## src/hdl/tdp_pkg.sv

```systemverilog
`timescale 1ns / 1ps

package tdp_pkg;

  // fraction digits kept after the point
  localparam int FRAC_DIGITS = 6;

  function automatic longint pow10(input int n);
    longint p;
    p = 1;
    for (int i = 0; i < n; i++) begin
      p = p * 10;
    end
    return p;
  endfunction

  localparam longint FRAC_DEN = pow10(FRAC_DIGITS);
  localparam int     REM_W    = $clog2(FRAC_DEN);
  localparam int     CNT_W    = $clog2(FRAC_DIGITS + 1);
  localparam int     POS_W    = (FRAC_DIGITS > 1) ? $clog2(FRAC_DIGITS) : 1;
  localparam logic [REM_W:0]   DEN_EXT  = (REM_W + 1)'(FRAC_DEN);
  localparam logic [REM_W-1:0] ROUND_AT = REM_W'(FRAC_DEN - FRAC_DEN / 2);
  localparam logic [14:0]      INT_MAX  = 15'h7fff;

  // characters
  localparam logic [7:0] CH_NUL   = 8'h00;
  localparam logic [7:0] CH_COLON = 8'h3a;
  localparam logic [7:0] CH_PLUS  = 8'h2b;
  localparam logic [7:0] CH_MINUS = 8'h2d;
  localparam logic [7:0] CH_POINT = 8'h2e;
  localparam logic [7:0] CH_D0    = 8'h30;
  localparam logic [7:0] CH_D9    = 8'h39;
  localparam logic [7:0] CH_R     = 8'h52;
  localparam logic [7:0] CH_P     = 8'h50;
  localparam logic [7:0] CH_Y     = 8'h59;

  localparam logic [2:0][7:0] TAG_CHARS = {CH_Y, CH_P, CH_R};

  // per digit position and digit value: the weight d * 65536 / 10^(pos+1)
  // split into a whole part and a remainder in units of 1 / FRAC_DEN
  typedef logic [FRAC_DIGITS-1:0][9:0][15:0]      frac_q_tab_t;
  typedef logic [FRAC_DIGITS-1:0][9:0][REM_W-1:0] frac_r_tab_t;

  function automatic frac_q_tab_t build_frac_q();
    frac_q_tab_t tab;
    longint      v;
    tab = '0;
    for (int k = 0; k < FRAC_DIGITS; k++) begin
      for (int d = 0; d < 10; d++) begin
        v = longint'(d) * 65536;
        for (int i = 0; i <= k; i++) begin
          v = v / 10;
        end
        tab[k][d] = v[15:0];
      end
    end
    return tab;
  endfunction

  function automatic frac_r_tab_t build_frac_r();
    frac_r_tab_t tab;
    longint      v;
    longint      t;
    tab = '0;
    for (int k = 0; k < FRAC_DIGITS; k++) begin
      for (int d = 0; d < 10; d++) begin
        v = longint'(d) * 65536;
        for (int i = 0; i <= k; i++) begin
          v = v / 10;
        end
        t = longint'(d) * 65536 * pow10(FRAC_DIGITS - 1 - k) - v * FRAC_DEN;
        tab[k][d] = t[REM_W-1:0];
      end
    end
    return tab;
  endfunction

  localparam frac_q_tab_t FRAC_Q_TAB = build_frac_q();
  localparam frac_r_tab_t FRAC_R_TAB = build_frac_r();

  typedef struct packed {
    logic [7:0] char_byte;
    logic       last;
  } in_item_t;

  typedef struct packed {
    logic               ok;
    logic signed [31:0] roll_q16;
    logic signed [31:0] pitch_q16;
    logic signed [31:0] yaw_q16;
  } out_item_t;

  // one tag parser's view of its number
  typedef struct packed {
    logic             ok;
    logic             neg;
    logic [14:0]      intg;
    logic [15:0]      frac_q;
    logic [REM_W-1:0] frac_r;
  } tag_snap_t;

  typedef struct packed {
    logic parse_en;
    logic clear;
  } tag_ctl_t;

endpackage

```

## src/hdl/tdp_tag.sv

```systemverilog
`timescale 1ns / 1ps

module tdp_tag (
  input  logic              clk,
  input  logic              rst_n,
  input  tdp_pkg::tag_ctl_t ctl,
  input  logic [7:0]        chr,
  input  logic [7:0]        prev_chr,
  input  logic [7:0]        tag_char,
  output tdp_pkg::tag_snap_t snap
);
  import tdp_pkg::*;

  localparam logic [2:0] PH_SEARCH    = 3'd0;
  localparam logic [2:0] PH_AFTER_TAG = 3'd1;
  localparam logic [2:0] PH_AFTER_SGN = 3'd2;
  localparam logic [2:0] PH_INT       = 3'd3;
  localparam logic [2:0] PH_FRAC      = 3'd4;
  localparam logic [2:0] PH_DONE      = 3'd5;
  localparam logic [2:0] PH_FAIL      = 3'd6;

  logic [2:0]       phase_r, phase_nxt;
  logic             neg_r, neg_nxt;
  logic [14:0]      int_r, int_nxt;
  logic [15:0]      fq_r, fq_nxt;
  logic [REM_W-1:0] fr_r, fr_nxt;
  logic [CNT_W-1:0] cnt_r, cnt_nxt;

  logic             is_digit;
  logic [3:0]       dig;
  logic [18:0]      int_prod;
  logic [POS_W-1:0] pos;
  logic [REM_W:0]   r_sum;
  logic [15:0]      q_sum;

  always_comb begin
    is_digit = (chr >= CH_D0) && (chr <= CH_D9);
    dig      = is_digit ? chr[3:0] : 4'd0;
    int_prod = 19'({int_r, 3'b000}) + 19'({int_r, 1'b0}) + 19'(dig);
    pos      = cnt_r[POS_W-1:0];
    r_sum    = {1'b0, fr_r} + {1'b0, FRAC_R_TAB[pos][dig]};
    q_sum    = fq_r + FRAC_Q_TAB[pos][dig];
  end

  always_comb begin
    phase_nxt = phase_r;
    neg_nxt   = neg_r;
    int_nxt   = int_r;
    fq_nxt    = fq_r;
    fr_nxt    = fr_r;
    cnt_nxt   = cnt_r;
    if (ctl.parse_en) begin
      case (phase_r)
        PH_SEARCH: begin
          if (prev_chr == tag_char && chr == CH_COLON) begin
            phase_nxt = PH_AFTER_TAG;
          end
        end
        PH_AFTER_TAG: begin
          if (chr == CH_PLUS) begin
            phase_nxt = PH_AFTER_SGN;
          end else if (chr == CH_MINUS) begin
            neg_nxt   = 1'b1;
            phase_nxt = PH_AFTER_SGN;
          end else if (is_digit) begin
            int_nxt   = 15'(dig);
            phase_nxt = PH_INT;
          end else begin
            phase_nxt = PH_FAIL;
          end
        end
        PH_AFTER_SGN: begin
          if (is_digit) begin
            int_nxt   = 15'(dig);
            phase_nxt = PH_INT;
          end else begin
            phase_nxt = PH_FAIL;
          end
        end
        PH_INT: begin
          if (is_digit) begin
            int_nxt = (int_prod > 19'(INT_MAX)) ? INT_MAX : int_prod[14:0];
          end else if (chr == CH_POINT) begin
            phase_nxt = PH_FRAC;
          end else begin
            phase_nxt = PH_DONE;
          end
        end
        PH_FRAC: begin
          if (is_digit) begin
            if (cnt_r < CNT_W'(FRAC_DIGITS)) begin
              // remainder stays below twice the denominator
              if (r_sum >= DEN_EXT) begin
                fr_nxt = REM_W'(r_sum - DEN_EXT);
                fq_nxt = q_sum + 16'd1;
              end else begin
                fr_nxt = r_sum[REM_W-1:0];
                fq_nxt = q_sum;
              end
              cnt_nxt = cnt_r + CNT_W'(1);
            end
          end else begin
            phase_nxt = PH_DONE;
          end
        end
        default: begin
        end
      endcase
    end
  end

  always_ff @(posedge clk) begin
    if (!rst_n || ctl.clear) begin
      phase_r <= PH_SEARCH;
      neg_r   <= 1'b0;
      int_r   <= '0;
      fq_r    <= '0;
      fr_r    <= '0;
      cnt_r   <= '0;
    end else begin
      phase_r <= phase_nxt;
      neg_r   <= neg_nxt;
      int_r   <= int_nxt;
      fq_r    <= fq_nxt;
      fr_r    <= fr_nxt;
      cnt_r   <= cnt_nxt;
    end
  end

  always_comb begin
    snap.ok     = (phase_nxt == PH_INT) || (phase_nxt == PH_FRAC) || (phase_nxt == PH_DONE);
    snap.neg    = neg_nxt;
    snap.intg   = int_nxt;
    snap.frac_q = fq_nxt;
    snap.frac_r = fr_nxt;
  end

endmodule

```

## src/hdl/tdp_conv.sv

```systemverilog
`timescale 1ns / 1ps

module tdp_conv (
  input  tdp_pkg::tag_snap_t snap,
  input  logic               ok_all,
  output logic signed [31:0] q16
);
  import tdp_pkg::*;

  logic [16:0] fq;
  logic [31:0] mag;

  always_comb begin
    // round to nearest, ties up
    fq  = {1'b0, snap.frac_q} + ((snap.frac_r >= ROUND_AT) ? 17'd1 : 17'd0);
    mag = {1'b0, snap.intg, 16'h0000} + 32'(fq);
    if (!ok_all) begin
      q16 = '0;
    end else if (snap.neg) begin
      q16 = $signed(32'd0 - mag);
    end else if (mag[31]) begin
      q16 = 32'sh7fffffff;
    end else begin
      q16 = $signed(mag);
    end
  end

endmodule

```

## src/hdl/tagged_decimal_triple_parser_core.sv

```systemverilog
`timescale 1ns / 1ps

// result path: the transaction carrying the end of the string is snapshotted, then converted into the output register
// throughput: one character per cycle while out_ready back-pressure does not stall the pipeline through in_ready
// stages: input register, tag state update with result snapshot, conversion into output register
// reset: rst_n synchronous, active low; clears tag state, string flags and all valid bits
// a last-flagged character returns all parser state to reset as it is consumed
module tagged_decimal_triple_parser_core (
  input  logic                clk,
  input  logic                rst_n,
  input  logic                in_valid,
  output logic                in_ready,
  input  tdp_pkg::in_item_t   in_data,
  output logic                out_valid,
  input  logic                out_ready,
  output tdp_pkg::out_item_t  out_data
);
  import tdp_pkg::*;

  // input register
  in_item_t  in_r;
  logic      in_valid_r;

  // message level state
  logic [7:0] prev_r;
  logic       ended_r;

  // snapshot register between the parsers and the converters
  tag_snap_t emt_snap_r [3];
  logic      emt_valid_r;

  // result register
  out_item_t out_r;
  logic      out_valid_r;

  logic      c_free;
  logic      b_free;
  logic      a_fire;
  logic      is_nul;
  logic      emit;
  logic      msg_clear;
  tag_ctl_t  tag_ctl;
  tag_snap_t snap_nxt [3];
  logic      ok_all;
  logic signed [31:0] conv_q16 [3];

  // ready ripples back from the result side; each stage frees when its successor can take it
  always_comb begin
    c_free   = !out_valid_r || out_ready;
    b_free   = !emt_valid_r || c_free;
    in_ready = !in_valid_r || b_free;
    a_fire   = in_valid_r && b_free;
  end

  always_comb begin
    is_nul = (in_r.char_byte == CH_NUL);
    // a nul byte finishes the message without being parsed
    emit = a_fire && !ended_r && (is_nul || in_r.last);
    // after a nul, bytes are dropped until the last-flagged one
    msg_clear = a_fire && in_r.last;
    tag_ctl.parse_en = a_fire && !ended_r && !is_nul;
    tag_ctl.clear    = msg_clear;
  end

  always_ff @(posedge clk) begin
    if (!rst_n) begin
      in_valid_r <= 1'b0;
    end else if (in_ready) begin
      in_valid_r <= in_valid;
    end
  end

  always_ff @(posedge clk) begin
    if (in_ready && in_valid) begin
      in_r <= in_data;
    end
  end

  always_ff @(posedge clk) begin
    if (!rst_n || msg_clear) begin
      prev_r  <= '0;
      ended_r <= 1'b0;
    end else if (a_fire && !ended_r) begin
      if (is_nul) begin
        ended_r <= 1'b1;
      end else begin
        prev_r <= in_r.char_byte;
      end
    end
  end

  // three tag parsers see every character side by side
  for (genvar t = 0; t < 3; t++) begin : g_tag
    tdp_tag u_tag (
      .clk      (clk),
      .rst_n    (rst_n),
      .ctl      (tag_ctl),
      .chr      (in_r.char_byte),
      .prev_chr (prev_r),
      .tag_char (TAG_CHARS[t]),
      .snap     (snap_nxt[t])
    );
  end

  always_ff @(posedge clk) begin
    if (!rst_n) begin
      emt_valid_r <= 1'b0;
    end else if (emit) begin
      emt_valid_r <= 1'b1;
    end else if (c_free) begin
      emt_valid_r <= 1'b0;
    end
  end

  always_ff @(posedge clk) begin
    if (emit) begin
      for (int t = 0; t < 3; t++) begin
        emt_snap_r[t] <= snap_nxt[t];
      end
    end
  end

  // fixed point conversion, one converter per tag
  assign ok_all = emt_snap_r[0].ok && emt_snap_r[1].ok && emt_snap_r[2].ok;

  for (genvar t = 0; t < 3; t++) begin : g_conv
    tdp_conv u_conv (
      .snap   (emt_snap_r[t]),
      .ok_all (ok_all),
      .q16    (conv_q16[t])
    );
  end

  always_ff @(posedge clk) begin
    if (!rst_n) begin
      out_valid_r <= 1'b0;
    end else if (c_free) begin
      out_valid_r <= emt_valid_r;
    end
  end

  always_ff @(posedge clk) begin
    if (c_free && emt_valid_r) begin
      out_r.ok        <= ok_all;
      out_r.roll_q16  <= conv_q16[0];
      out_r.pitch_q16 <= conv_q16[1];
      out_r.yaw_q16   <= conv_q16[2];
    end
  end

  assign out_valid = out_valid_r;
  assign out_data  = out_r;

endmodule
```

## config.mk

```make
export PLATFORM = sky130hd
export DESIGN_NAME = tagged_decimal_triple_parser_core
export DESIGN_NICKNAME = d
export VERILOG_FILES = /design/src/hdl/tdp_pkg.sv /design/src/hdl/tdp_tag.sv /design/src/hdl/tdp_conv.sv /design/src/hdl/tagged_decimal_triple_parser_core.sv
export SDC_FILE = /design/constraint.sdc
export NUM_CORES = 2
export LEC_CHECK = 0
export ABC_AREA = 1
export CORE_MARGIN = 2
export CORE_UTILIZATION = 39
export DETAILED_ROUTE_END_ITERATION = 10
export DONT_BUFFER_PORTS = 1
export PLACE_DENSITY = 0.54
export SETUP_SLACK_MARGIN = 0.15
export SYNTH_ARGS = -nofsm -noshare
export SYNTH_HDL_FRONTEND = slang
export SYNTH_SLANG_ARGS = --single-unit
```

## constraint.sdc

```tcl
create_clock -name clk -period 7.8 [get_ports clk]
set_input_delay 0.78 -clock clk [delete_from_list [all_inputs] [get_ports clk]]
set_output_delay 0.78 -clock clk [all_outputs]
set_load 0.01 [all_outputs]
```

[Word-level counts from Yosys, hierarchy flattened]
Memories as Yosys holds them, arrays and structs flattened. A register that Yosys moved wholly into a read port is not among the register bits.
Index checks and enable logic that the tools add are counted.
Widths: inputs -> output; s select.
Storage, ports and cells
  output and inout bits: 99
  memory bits (read-only): 8640
  input bits: 13
  memory bits (writable): 159
  logic and storage cells: 279
  memories: 7
  bits in latches: 0
  register bits: 292
Cells by class
  bitwise logic cells: 1
  shifts and indexed selects: 0
  add/sub/neg operators: 30
  multiplexer cells: 126
  equality and inequality tests: 28
  magnitude comparators: 18
  reduce and logical (&&, ||, !) cells: 40
  div/mod/pow operators: 0
  multiply operators: 0
Memory list
  (name not given): depth 8, bits a word 200, read ports 1, clocked after Yosys merged registers in 1, wr ports 0, RTL line tdp_tag.sv:41  | r_sum = {1'b0, fr_r} + {1'b0, FRAC_R_TAB[pos][dig]};
  (name not given): depth 8, bits a word 200, read ports 1, clocked after Yosys merged registers in 1, wr ports 0, RTL line tdp_tag.sv:41
  (name not given): depth 8, bits a word 200, read ports 1, clocked after Yosys merged registers in 1, wr ports 0, RTL line tdp_tag.sv:41
  (name not given): depth 8, bits a word 160, read ports 1, clocked after Yosys merged registers in 1, wr ports 0, RTL line tdp_tag.sv:42  | q_sum = fq_r + FRAC_Q_TAB[pos][dig];
  (name not given): depth 8, bits a word 160, read ports 1, clocked after Yosys merged registers in 1, wr ports 0, RTL line tdp_tag.sv:42
  (name not given): depth 8, bits a word 160, read ports 1, clocked after Yosys merged registers in 1, wr ports 0, RTL line tdp_tag.sv:42
  1 more memories
Operators with widths (count)
  $mux 200: 3
  $mux 160: 3
  $mux 20: 18
  $mux 16: 18
  $mux 15: 18
  $bmux 20 s4: 3
  $bmux 16 s4: 3
  $pmux 15 s3: 3
  $add 31x17->32: 3
  $mux 32: 3
  $sub 1x32->32 const A: 3
  $mux 31: 3
  $mux 3: 27
  $add 20x20->21: 3
  $ge 21x20->1 const B: 3
  $ge 20x19->1 const B: 3
  $sub 20x20->20 const B: 3
  $add 18x16->19: 3
  $add 19x4->19: 3
  $gt 19x15->1 const B: 3
  $add 16x17->17: 3
  $add 16x1->16 const B: 3
  $add 16x16->16: 3
  $pmux 3 s5: 3
  22 further kinds: 102

[Longest topological paths before layout]
  depth after elaboration: 12
  depth in mapped cells: 35
  gate-level depth less buffers: 33

[Hierarchy]
Synthesis repeated with hierarchy kept, for this count alone.
Unflattened totals
  cell total of the unflattened synthesis: 6711
  area, all modules: 44664.1 um2
By module, submodules not included
  tdp_tag (g_tag[2].u_tag): seq. area each 1961.9 um2, cells an instance 1658, area an instance 9660.5 um2, instances 1
  tdp_tag (g_tag[0].u_tag): seq. area each 1961.9 um2, cells an instance 1613, area an instance 9557.9 um2, instances 1
  tdp_tag (g_tag[1].u_tag): seq. area each 1961.9 um2, cells an instance 1534, area an instance 9317.7 um2, instances 1
  tagged_decimal_triple_parser_core: seq. area each 8197.9 um2, cells an instance 358, area an instance 8557.0 um2, instances 1
  tdp_conv: seq. area each 0.0 um2, cells an instance 516, area an instance 2523.7 um2, instances 3

[Worst setup path after synthesis]
Ideal clock, no wire load.
  path type: input port to flip-flop
  start point: input port out_ready
  end point: register out_r (netlist bit out_data[0]) (enable)
  data required time: 7.216 ns
  cell stages on the path: 2
  setup slack: 1.737 ns
  arrival: 5.478 ns
  setup time: 0.584 ns
  path buffers: 0
  path through: inv_1 a21oi_1
Between the ends
  cells in the longest elaborated chain, start to end: 2
Ends and longest elaborated chain
  start: declaration: RTL line tagged_decimal_triple_parser_core.sv:15  | input logic out_ready,
  $logic_or 1x1->1: RTL line tagged_decimal_triple_parser_core.sv:49  | c_free = !out_valid_r || out_ready;
  $logic_and 1x1->1: RTL line tagged_decimal_triple_parser_core.sv:143  | if (c_free && emt_valid_r) begin
  end: declaration: RTL line tagged_decimal_triple_parser_core.sv:33  | out_item_t out_r;
No other way between the ends.
A chain may end at the register's enable or synchronous reset.

==> results.toml <==
[drt]
totalWireLength_um = 123000
wl_per_cell_um = 17.2
dr.pass1.iters = 6
remaining_drc_errors = 0
via_per_inst = 5.20
num_vias = 37400
final_antenna_net_count = 0
drt_iter0_drc = 2935

[logic_synthesis]
async_flop_share = 0
yosysTopAreaCellShare = 0.187
synthCells = 5843
synthDistinctLibCells = 65
synth_common_cells = "nand2_1 (1,529), inv_1 (727), nor2_1 (621)"
synth_edf_count = 250
synth_largest_area_cell = "edfxtp_1"
synth_area_per_cell_um2 = 6.88
syn-num-nets = 6093
synth_area_mm2 = 0.0402
yosysSeqAreaShare = 0.339
yosys_warnings = 0
synth_ff_type = "dfxtp_1"
synth_most_common_cell = "nand2_1"
ys_top_cells_by_area = "edfxtp_1 (19%), dfxtp_1 (15%), nand2_1 (14%)"
ys_ff_latch = 556

[layout]
drive_above_1_share = 0.0626
post-route-util = 0.429
syn2layout_area_growth_pct = 8.91
fillers = 10700
fin_nets = 6008

[setup_path]
critPathMaxFanout = 81
critPathMaxStageDelay_ns = 0.61
required_ns = 8.17
path_class = "flop to flop"
cp-end-kind = "flop"
start_kind = "flop"
crit_slowest_cell = "buf_4"
timing.critical_path.mode_cell = "nand2_1"
arrival_ns = 7.19
path_delay_family = "simple AND/OR/NAND/NOR gates"
critical_path_buf_inv_count = 8

[global_route]
grt_max_degree = 101
grt_pass1_vias = 35200
grt_overflow_total = 0
grt_pass1_wl_um = 196000
antenna_found_initial = 7
grt.total_usage = 0.228

[cts]
cts_buffers = 68
clk_pin_slew_ns = 0.06
cts.sinks = 556
cts_root_buf = "clkbuf_16"
hold_buffers = 0
htree_levels = 3
clk_latency_ns = 0.63
postCtsSetupBuffers = 0
post_cts_resized = 0
cts_max_path_buffers = 3
cts_tree = "built"

[timing]
relSlewSlack = 0.229
fin_tns_setup_ns = 0
setup_viol_count_final = 0
slew_violations = 0
rsz0062_at_grt = "no"
finalHoldViolCount = 0
final.min_clock_period_ns = 6.82
max_freq_ghz = 0.147
finClkSkew_ns = 0.0154
hold-worst-slack_ns = 0.242
worst-slew-pin-transition_ns = 1.15
timing.final.crit_share = 0.874

[floorplan]
dieHeight_um = 325
ios = 112
die_w_um = 325
coreArea_mm2 = 0.102
rows = 117
start_util = 0.394
die_area_mm2 = 0.106

[place]
hpwl_um = 93000
place.gp.congestion = 0.950
port_buffers = 0

[power_and_ir_drop]
peakVddDrop_v = 0.000135
p_per_area_mw_per_mm2 = 157
p_leak_nw = 20.7

[outcome]
status = "completed"

[run]
drv_cap = 0

[hold_path]
hp-class = "input port to flop"
-- metal layers --
layer,GRT usage,wire length [um]
met4,0.0742,3170
met3,0.0288,6330
met1,0.313,58100
met2,0.372,55700
met5,0,0
-- final cells by class --
class                      count  area [um^2]  area share
tap                         1368         1710      0.0391
clock inverter                31          372     0.00849
inverter                     751         2830      0.0646
clock buffer                  95         2000      0.0456
sequential                   556        13600       0.311
antenna                        3         7.51    0.000171
multi-input combinational   4345        22900       0.524
timing repair buffer          36          308     0.00703
-- path summary, 6_finish.rpt --
check	from	end	slack, ns	cells after the start
max	in_r[2]	emt_snap_r[0][16]	0.98	31
max reg2reg	in_r[2]	emt_snap_r[0][16]	0.98	31
min	in_data[8]	in_r[8]	0.24	0
min reg2reg	g_tag[0].u_tag.fr_r[2]	g_tag[0].u_tag.fr_r[2]	0.43	2
-- per-stage QoR --
stage	setup slack (ns)	instance area, um^2	total power [mW]	instances
floorplan	1.74	40200	3.48	5843
global placement	1.18	41400	3.60	7056
detailed placement	0.999	41400	3.60	7056
CTS	0.961	43800	6.98	7182
global route	0.358	43800	7.15	7185
finish	0.981	43800	6.89	7185
-- logic make-up after synthesis --
kind of cell | after synthesis | share of synthesized area
and+or+nand+nor | 2985 | 0.320
adders and majority gates | 237 | 0.0755
DFF | 556 | 0.339
buffers and inverters | 942 | 0.0916
xor gates and xnor gates | 188 | 0.0415
AOI/OAI and AO/OA | 935 | 0.132
-- cell usage in the layout, fill, tap and decap left out, types with 10 or more instances in the layout --
| cell type | instances |
|---|---|
| nor3_1 | 104 |
| nor2_1 | 621 |
| clkbuf_8 | 11 |
| nor2_4 | 12 |
| nand3_1 | 412 |
| or2_2 | 90 |
| dfxtp_1 | 306 |
| o21ai_0 | 301 |
| edfxtp_1 | 250 |
| clkbuf_16 | 72 |
| o21bai_1 | 14 |
| a21oi_1 | 354 |
| xor2_1 | 132 |
| o221ai_1 | 15 |
| xnor2_1 | 53 |
| o21a_1 | 22 |
| o21ai_1 | 34 |
| nand4_1 | 87 |
| inv_1 | 722 |
| o31ai_1 | 15 |
| buf_4 | 33 |
| nor4_1 | 16 |
| clkbuf_1 | 12 |
| nor2_2 | 15 |
| inv_2 | 25 |
| nand2_1 | 1527 |
| o22ai_1 | 14 |
| ha_1 | 228 |
| a31oi_1 | 45 |
| nand3b_1 | 33 |
| clkinv_2 | 10 |
| nand2_2 | 31 |
| o211ai_1 | 49 |
-- worst register-to-register path: cells and delay by family, from the launching register on --
| family | cells | cell delay [ns] |
|---|---|---|
| and+or+nand+nor | 19 | 2.74 |
| AOI/OAI and AO/OA | 2 | 0.48 |
| adders and majority gates | 2 | 0.73 |
| DFF | 1 | 0.60 |
| buffers and inverters | 8 | 2.03 |
-- power breakdown --
part           total [mW]  internal, mW  switching [mW]
Clock                3.35          2.01            1.34
Combinational       0.436         0.122           0.314
Sequential           3.10          3.07          0.0327
Note: power is estimated with default switching activity, not from simulation.
